### config.mk
export PLATFORM = sky130hd
export DESIGN_NAME = carm_alu
export DESIGN_NICKNAME = d
export VERILOG_FILES = /design/src/rtl/carm_alu.sv
export SDC_FILE = /design/constraint.sdc
export NUM_CORES = 1
export LEC_CHECK = 0
export ABC_CLOCK_PERIOD_IN_PS = 21600
export CAP_MARGIN = 25
export CORE_ASPECT_RATIO = 1.5
export CORE_MARGIN = 2
export CORE_UTILIZATION = 30
export DETAILED_ROUTE_END_ITERATION = 10
export DONT_BUFFER_PORTS = 1
export PLACE_DENSITY_LB_ADDON = 0.2
export SYNTH_ARGS = -nofsm -noshare
export SYNTH_HDL_FRONTEND = slang
export SYNTH_SLANG_ARGS = --single-unit
### constraint.sdc
create_clock -name vclk -period 21.6
set_input_delay 6.48 -clock vclk [all_inputs]
set_output_delay 6.48 -clock vclk [all_outputs]
set_load 0.01 [all_outputs]
### src/rtl/carm_alu.sv
// Shared add/subtract unit of the relocation map; a - b or a + b with the
// unsigned a >= b flag on subtract. No dependencies.
module carm_alu #(
	parameter int W = 48
) (
	input  logic         sub,
	input  logic [W-1:0] a,
	input  logic [W-1:0] b,
	output logic [W-1:0] res,
	output logic         ge
);
	logic [W:0] sum;

	// carry out of a + ~b + 1 is set exactly when a >= b
	assign sum = {1'b0, a} + {1'b0, (sub ? ~b : b)} + {{W{1'b0}}, sub};
	assign res = sum[W-1:0];
	assign ge  = sum[W];
endmodule

==> impl_metrics.yaml <==
routing:
  ant_nets: 0
  drt-initial-drc-count: 90
  drt-total-wl_um: 10100
  vias: 3245
  drcViolationCount: 0
  viasPerCell: 5.51
  routedWlPerCell_um: 17.2
  dr.pass1.iters: 4
synthesis:
  postSynthCellCount: 460
  synth_warnings: 0
  syn_nets: 608
  syn_area_um2: 3250
  synthDistinctLibCells: 60
  synth-seq-area-share: 0
  post_synth.cell_area_avg_um2: 7.07
final_layout:
  nClkBuffers: 0
  fill_cells: 1206
  fin_util: 0.319
  antenna_cells: 0
  layout-drive-gt1-share: 0.0360
  syn_to_final_growth_pct: 3.81
  n_sequential_cell: 0
  fin_nets: 595
  layout_common_cells: "60 x xor2_1, 57 x a21oi_1, 50 x ha_1, 41 x nand2_1, 33 x xnor2_1"
  register_area_um2: 0
  layout_commonest_cell: "xor2_1"
power:
  totalPowerFinal_uw: 168
  swShare: 0.629
  seqPwrFrac: 0
  power_density_nw_per_um2: 49.7
  ir_drop_mv: 0.0190
  p_clk_frac: 0
  intPower_uw: 62.3
  p_leak_nw: 1.47
  comb_power_share: 1.000
  p_sw_uw: 106
sta:
  worst_pin_slew_ps: 510
  tns_ps: 0
  holdWs_ps: 13050
  max_freq_ghz: 0.0631
  fin_crit_ps: 15860
  finalHoldViolations: 0
  final.period_utilization: 0.734
  slew_headroom: 0.660
  drv_slew: 0
  rsz0062_at_grt: "no"
  setup_viol: 0
place:
  dpl.hpwl_um: 8710
  gp_congestion: 0.917
  portBuffers: 0
grt:
  antenna_found_initial: 0
  grt_max_degree: 49
  grt_pass1_vias: 3425
  grt_overflow_total: 0
  grt_pass1_wl_um: 15900
  track_usage: 0.164
floorplanning:
  fp.coreArea_um2: 10600
  die_h_um: 132
  die_x_um: 89.0
  num_rows: 46
  io_pins: 146
  start_util: 0.307
  die-area_um2: 11700
setup_path:
  path_max_fanout: 48
  worstPathRequired_ps: 15120
  cp.arrival_ps: 9380
  critPathCaptureType: "output pin"
  startpoint_type: "input pin"
  worstSetupPathType: "input pin to output pin"
status:
  status: "completed"
worst_hold_path:
  min_path_type: "input pin to output pin"
cts:
  post-cts-setup-buffers: 0
  holdBufCountCts: 0
  post_cts_resized: 0
run:
  cap_violations: 0
[stage by stage]
| stage | area, um2 | cells | setup slack [ps] |
|---|---|---|---|
| CTS | 3380 | 589 | 5730 |
| floorplan | 3250 | 460 | 5330 |
| detailed placement | 3380 | 589 | 5730 |
| global placement | 3380 | 589 | 5790 |
| finish | 3380 | 589 | 5740 |
| global route | 3380 | 589 | 5570 |
[layout make-up]
| type | count | area, um2 | share of cell area |
|---|---|---|---|
| Multi-Input combinational cell | 429 | 3140 | 0.929 |
| Tap cell | 144 | 180 | 0.0534 |
| Inverter | 16 | 60.1 | 0.0178 |
[cells by family after synthesis]
kind of cell | synth area share
muxes | 0.00615
xor gates and xnor gates | 0.250
AOI/OAI and AO/OA | 0.316
and+or+nand+nor | 0.193
buffers and inverters | 0.0358
adders and majority gates | 0.198
[worst max-delay path: stages]
cell	delay [ps]
xor2_1	150
ha_1	350
a2111oi_0	370
o21ai_1	190
a221oi_2	390
a22oi_1	240
a31oi_1	400
o21ai_2	160
a21oi_2	250
o41ai_1	120
xor2_1	260
[cells in the mapped netlist (6+ instances only)]
cell type  count  area share
nand4_1       10       0.019
nand3_1        6      0.0092
o21ai_0       13       0.020
ha_1          50        0.19
or3_1          7       0.013
clkbuf_1      11       0.013
a21oi_1       57       0.088
nor2_1        24       0.028
xor2_1        60        0.16
a21o_1        19       0.044
nand2_1       41       0.047
inv_1         16       0.018
nor3_1        10       0.015
xnor2_1       33       0.089
o21bai_1       6       0.014
o21ai_1       17       0.026
[final timing paths]
| kind | start | to | slack [ps] | depth (start not counted) |
|---|---|---|---|---|
| min | b[0] | res[0] | 13050 | 1 |
| max | sub | res[45] | 5740 | 11 |
[power groups by stage]
stage	combinational [mW]	clock [mW]	sequential [mW]
2_1_floorplan	0.138	0	0
3_3_place_gp	0.169	0	0
3_5_place_dp	0.168	0	0
4_1_cts	0.169	0	0
5_1_grt	0.186	0	0
6_report	0.168	0	0
[layer usage]
metal  up-vias  share of wire  wire [um]  track usage
met5         -              0          0            0
li1       1639              -          -            -
met3         6          0.090        908       0.0389
met2       117           0.53       5380        0.321
met1      1483           0.37       3780        0.180
met4         0         0.0057         58      0.00746
No activity file was read; power rests on OpenSTA's default activity.
